## config.mk

```make
export PLATFORM = sky130hd
export DESIGN_NAME = mpsm_ram
export DESIGN_NICKNAME = d
export VERILOG_FILES = /design/src/hdl/mpsm_ram.sv
export SDC_FILE = /design/constraint.sdc
export NUM_CORES = 2
export LEC_CHECK = 0
export BUFFER_PORTS_ARGS = -buffer_cell sky130_fd_sc_hd__buf_2
export CAP_MARGIN = 20
export CORE_MARGIN = 2
export CORE_UTILIZATION = 45
export DETAILED_ROUTE_END_ITERATION = 8
export PLACE_DENSITY = 0.6
export SLEW_MARGIN = 20
export SYNTH_ARGS = -nofsm -noshare
export SYNTH_HDL_FRONTEND = slang
export SYNTH_SLANG_ARGS = --single-unit
```

## constraint.sdc

```tcl
create_clock -name clock -period 3.5 [get_ports clock]
set_input_delay 0.35 -clock clock [delete_from_list [all_inputs] [get_ports clock]]
set_output_delay 0.35 -clock clock [all_outputs]
set_load 0.01 [all_outputs]
```

## src/hdl/mpsm_ram.sv

```systemverilog
module mpsm_ram #(
   parameter int WIDTH = 8,
   parameter int DEPTH = 256
) (
   input  logic                     clock,
   input  logic                     wr_en,
   input  logic [$clog2(DEPTH)-1:0] wr_addr,
   input  logic [WIDTH-1:0]         wr_data,
   input  logic [$clog2(DEPTH)-1:0] rd_addr,
   output logic [WIDTH-1:0]         rd_data
);

   logic [WIDTH-1:0] mem [DEPTH];

   always_ff @(posedge clock) begin
      if (wr_en) begin
         mem[wr_addr] <= wr_data;
      end
      rd_data <= mem[rd_addr];
   end

endmodule

```

Word-level counts from Yosys, hierarchy flattened
Memory sizes are Yosys's and may differ from the RTL's. A register that Yosys moved wholly into a read port is not among the register bits.
Index checks and enable logic that the tools add are counted.
- register bits after elaboration: 0
- RAM bits: 2048
- input port bits: 26
- output and inout port bits: 8
- logic and storage cells: 3
- memories: 1
- memories (memory ; depth ; width ; rd ports ; clocked after memory_dff ; write ports ; RTL line ; RTL):
    mem ; 256 ; 8 ; 1 ; 1 ; 1 ; 13 ; logic [WIDTH-1:0] mem [DEPTH];
- multiplexer cells: 2
- operator list (operator ; number):
    two-way mux 1 bit ; 2

Logic depth before layout (Yosys ltp)
- word-level depth: 2
- gate-level depth with buffers: 11
- mapped depth without buffers: 6

Least setup slack after synthesis
No wires, ideal clock.
- kind: in2reg
- start point: in rd_addr[0]
- end point: reg rd_data[2], read port of mem
- setup time: 131 ps
- arrival: 2157 ps
- data required time: 3369 ps
- setup slack: 1212 ps
- cell stages on the path: 9
- path buffers: 4
- cell sequence: buf_6 buf_12 buf_8 buf_2 mux4_2 a22oi_1 a21oi_1 nor4_1 nor4_2
- RTL lines (element ; RTL line ; RTL):
    start: declaration ; 9 ; input logic [$clog2(DEPTH)-1:0] rd_addr,
    end: declaration ; 10 ; output logic [WIDTH-1:0] rd_data

==> impl.org <==
** Drt
- Using the TritonRoute via totals, the vias-per-cell ratio works out to 5.96.
- For this block, the initial DRC count from the detailed router was 4816.
- After detailed routing, the number of remaining DRC violations is 0.
- The count of nets left with antenna violations once routing finished came out at 0.
- Total Routed Length :: 201 mm
- The first detailed-routing pass ran for 6 iterations.
- Amount of wire on met2 after detailed routing :: 96.1 mm
- For this block, wires on met1 add up to 84.3 mm.
- In the final routed layout, each cell accounts on average for 30.3 um.
- Top layer reached by signal wires :: met4
- Met3 WL post-DR :: 16.0 mm
- Summing over every cut layer, the via total after detailed routing is 39500.

** Critical path
- The startpoint identified for the worst register-to-register timing path is mem[208][3]$_DFFE_PP_.
- STA puts the critical path data required time at 4.19 ns.
- Walking the worst path, the cells encountered are mux4_2, a22o_1, a221oi_1, buf_4, o32ai_1, nor3_1, buf_4, nor4_1.
- The worst register-to-register path ends at rd_data[3]$_DFF_P_.
- Along the worst path, the maximum fanout reaches 1.
- STA classifies the critical path startpoint as a flop.
- Critical path's largest stage delay :: 0.48 ns
- Worst endpoint data arrival time :: 3.47 ns
- The worst setup path is captured at a flop.
- Worst-case reg-to-reg path depth :: 8
- Most frequent cell on the critical path :: buf_4
- Standard cell with the maximum stage delay on the critical path :: mux4_2
- The worst setup path is of the flop to flop kind.
- The setup check on the worst reg-to-reg path leaves a slack of 0.71 ns.

** Floorplanning
- The die covers 0.180 mm2.
- Measured along the y axis, the die boundary spans 424 um.
- Die X :: 424 um
- Site Rows :: 154
- For this design the top-level I/O count stands at 34.
- The floorplan step defined a core boundary enclosing 0.176 mm2.
- Initial Utilization :: 0.452

** Synthesis
- Of the synthesized area, sequential elements account for 0.775.
- Number of warnings reported in the yosys synthesis log :: 0
- For this run, the leading register cell type out of synthesis is edfxtp_1.
- Yosys mapped the design onto 55 distinct sky130hd cell types.
- edfxtp_1 takes more of the synthesized area than any other cell.
- Count of state elements after synthesis :: 2056
- Synthesis produced a netlist with a net count of 3759.
- In this run the cell area of the synthesized design comes to 0.0796 mm2.
- Average size of a mapped cell :: 21.3 um2
- In the post-synthesis netlist, the biggest area contributors are edfxtp_1 (77%), mux4_2 (13%), mux2i_1 (1.7%).
- The cell count after synthesis came out at 3733.
- Share of the synthesized area in the top cell type :: 0.773
- Yosys mapped a number of flops with a built-in enable equal to 2048.
- Proportion of register bits with asynchronous set or reset after synthesis :: 0

** Clocking
- Number of buffers added by the clock tree synthesis step :: 207
- H-Tree Level Count :: 4
- The root buffer cell chosen for the clock tree is clkbuf_16.
- The clock net in this run drives a total of 2056 sinks.
- After clock tree synthesis, the clock-pin slew on the worst setup and hold paths is 0.06 ns.
- Once the clock tree was built, the resizer swapped 0 gates to a different size.
- Bufs on Longest Clock Path :: 3
- Source-to-sink clock delay at the later pin of the worst-skew pair :: 0.85 ns
- TritonCTS built the clock tree.

** Power and ir drop
- Power spread over the standard cell area amounts to 573 mW/mm2.
- For this design the total switching power over the nets is 11.2 mW.
- Internal power comes to 41.4 mW.
- Post-layout power :: 52.6 mW
- The worst-case IR drop observed on VDD is 0.461 mV.
- Proportion of power drawn by the clock network :: 0.434
- Of the total power, combinational logic draws 0.050.
- Leak pwr :: 28.9 nW
- Sequential fraction of design power :: 0.517
- Switching Fraction :: 0.213

** STA
- For the pin with the worst max-slew slack, the measured transition is 1.12 ns.
- Of the available clock period, the critical path in the final layout requires 0.796.
- Remaining max-slew budget at the tightest pin :: 0.255
- Adding up every negative setup slack in the final design gives 0 ns.
- Upper clock frequency limit :: 359 MHz
- Setup repair after global routing left no endpoint under its margin.
- Hold is met by 0.0299 ns.
- The max-slew violation count is 0.
- Final hold vios :: 0
- For the finished layout, the period the worst path requires is 2.79 ns.
- Final setup violating endpoints :: 0
- Worst clock skew :: 0.0527 ns

** Placement
- The count of buffers added on input and output ports is 33.
- Area of placed instances :: 0.0847 mm2
- Including well taps, the total number of placed cells is 6241.
- Detailed placement ended at an HPWL of 128 mm.
- Routability-driven placement finished with a final weighted congestion of 0.862.

** Hold path
- Worst Hold Path Cells :: 1
- Min-Delay Endpoint :: mem[226][2]$_DFFE_PP_
- Hold Path Class :: primary input to flop
- In this run the most critical hold path is launched from wr_data[2].

** GRT
- The initial antenna violation count is 13.
- The first global-routing pass estimated 289 mm of wire.
- After global routing the overflow that remains totals 0.
- Pin count of the biggest net entering global routing :: 135
- Via count of the first global-routing pass :: 39300
- In the global route stage, overall resource usage came out at 0.224.

** Run
- The tool flagged a number of max-cap violations equal to 0.

** Final layout
- The net count of the finished layout is 4138.
- Fill cell total of the finished layout :: 13600
- Final cell count without fillers :: 6636
- In the final layout, the share of cells above drive strength 1 is 0.277.
- The library cell used most frequently in the layout, excluding fill and tap cells, is edfxtp_1.
- Synth-to-Final Area Change :: 15.4%
- After routing the design area is 0.0918 mm2.
- Most used cells in the layout excluding fill and tap cells :: edfxtp_1 (2048), mux4_2 (454), buf_4 (328)

** Run status
- The flow ran to the end, and the final reports show no timing, DRC or antenna violations.
## Yosys cell counts, types with 6 or more instances
cell type,n
a211oi_1,16
a21oi_1,96
a221oi_1,13
a22o_1,8
a22oi_1,133
and2_1,6
buf_1,22
buf_12,8
buf_2,31
buf_4,27
buf_6,21
buf_8,13
clkbuf_1,111
dfxtp_1,8
edfxtp_1,2048
mux2i_1,134
mux4_2,454
nand2_1,33
nand2b_1,8
nand3_1,34
nand4_1,10
nor2_1,282
nor2b_1,31
nor3_1,22
nor4_1,24
o211ai_1,10
o21ai_0,10
o221ai_1,46
o22ai_1,28
## layout make-up
type	count	area (um2)	share of cell area
diodes	8	20.0	0.000218
clock buffers	249	5380	0.0586
clock inverters	136	1690	0.0184
inverters	2	7.51	0.0000818
multi-input cells	1442	16500	0.180
flip-flops and latches	2056	61700	0.672
well taps	2340	2930	0.0319
repair buffers	403	3580	0.0390
## per-stage QoR
stage               setup slack (ns)   util
finish                         0.714  0.522
CTS                            0.709  0.522
floorplan                       1.21      -
global placement             -0.0844  0.481
global route                   0.655  0.522
detailed placement            -0.113  0.481
## power by group through the flow
stage               clock, mW  combinational [mW]  sequential [mW]
finish                   22.8                2.61             27.2
global route             24.1                2.75             27.2
CTS                      23.2                2.63             27.2
detailed placement          0                2.62             27.7
global placement            0                2.60             27.7
floorplan                   0                1.32             27.7
## cells by family (layout without fill, tap and decap cells)
kind of cell	count (synthesis)	count (layout)	share of synthesized area
buffers and inverters	235	790	0.0183
flip-flops	2056	2056	0.775
other	0	8	0
AO/OA/AOI/OAI	385	385	0.0342
AND/OR/NAND/NOR	466	466	0.0263
multiplexers	591	591	0.146
## timing repair
action,CTS,global route
setup endpoints to repair,0,0
hold buffers,2,0
endpoints found under the hold margin,81,0
buffers inserted,0,0
## layer usage
metal	global-route usage	vias to the layer above
met5	0	-
met1	0.326	21200
met4	0.0588	0
met2	0.350	1583
met3	0.0425	255
li1	-	16500
## critical path: cells and delay by family, from the launching register on
family,cells,cell delay [ns]
AND/OR/NAND/NOR,2,0.42
flip-flops,1,0.38
AO/OA/AOI/OAI,3,0.93
multiplexers,1,0.48
buffers and inverters,2,0.41
## sequential cells by signal (all words and copies together) (netlist names)
signal	count
mem	2048
rd_data	8
## worst max-delay path by stage
stage	startpoint	to
after floorplan	rd_addr[0]	rd_data[2]$_DFF_P_
after global placement	rd_addr[1]	rd_data[6]$_DFF_P_
after detailed placement	rd_addr[1]	rd_data[6]$_DFF_P_
after CTS	mem[208][3]$_DFFE_PP_	rd_data[3]$_DFF_P_
after global routing	mem[208][3]$_DFFE_PP_	rd_data[3]$_DFF_P_
final	mem[208][3]$_DFFE_PP_	rd_data[3]$_DFF_P_
Power figures use the tool's default switching activity.
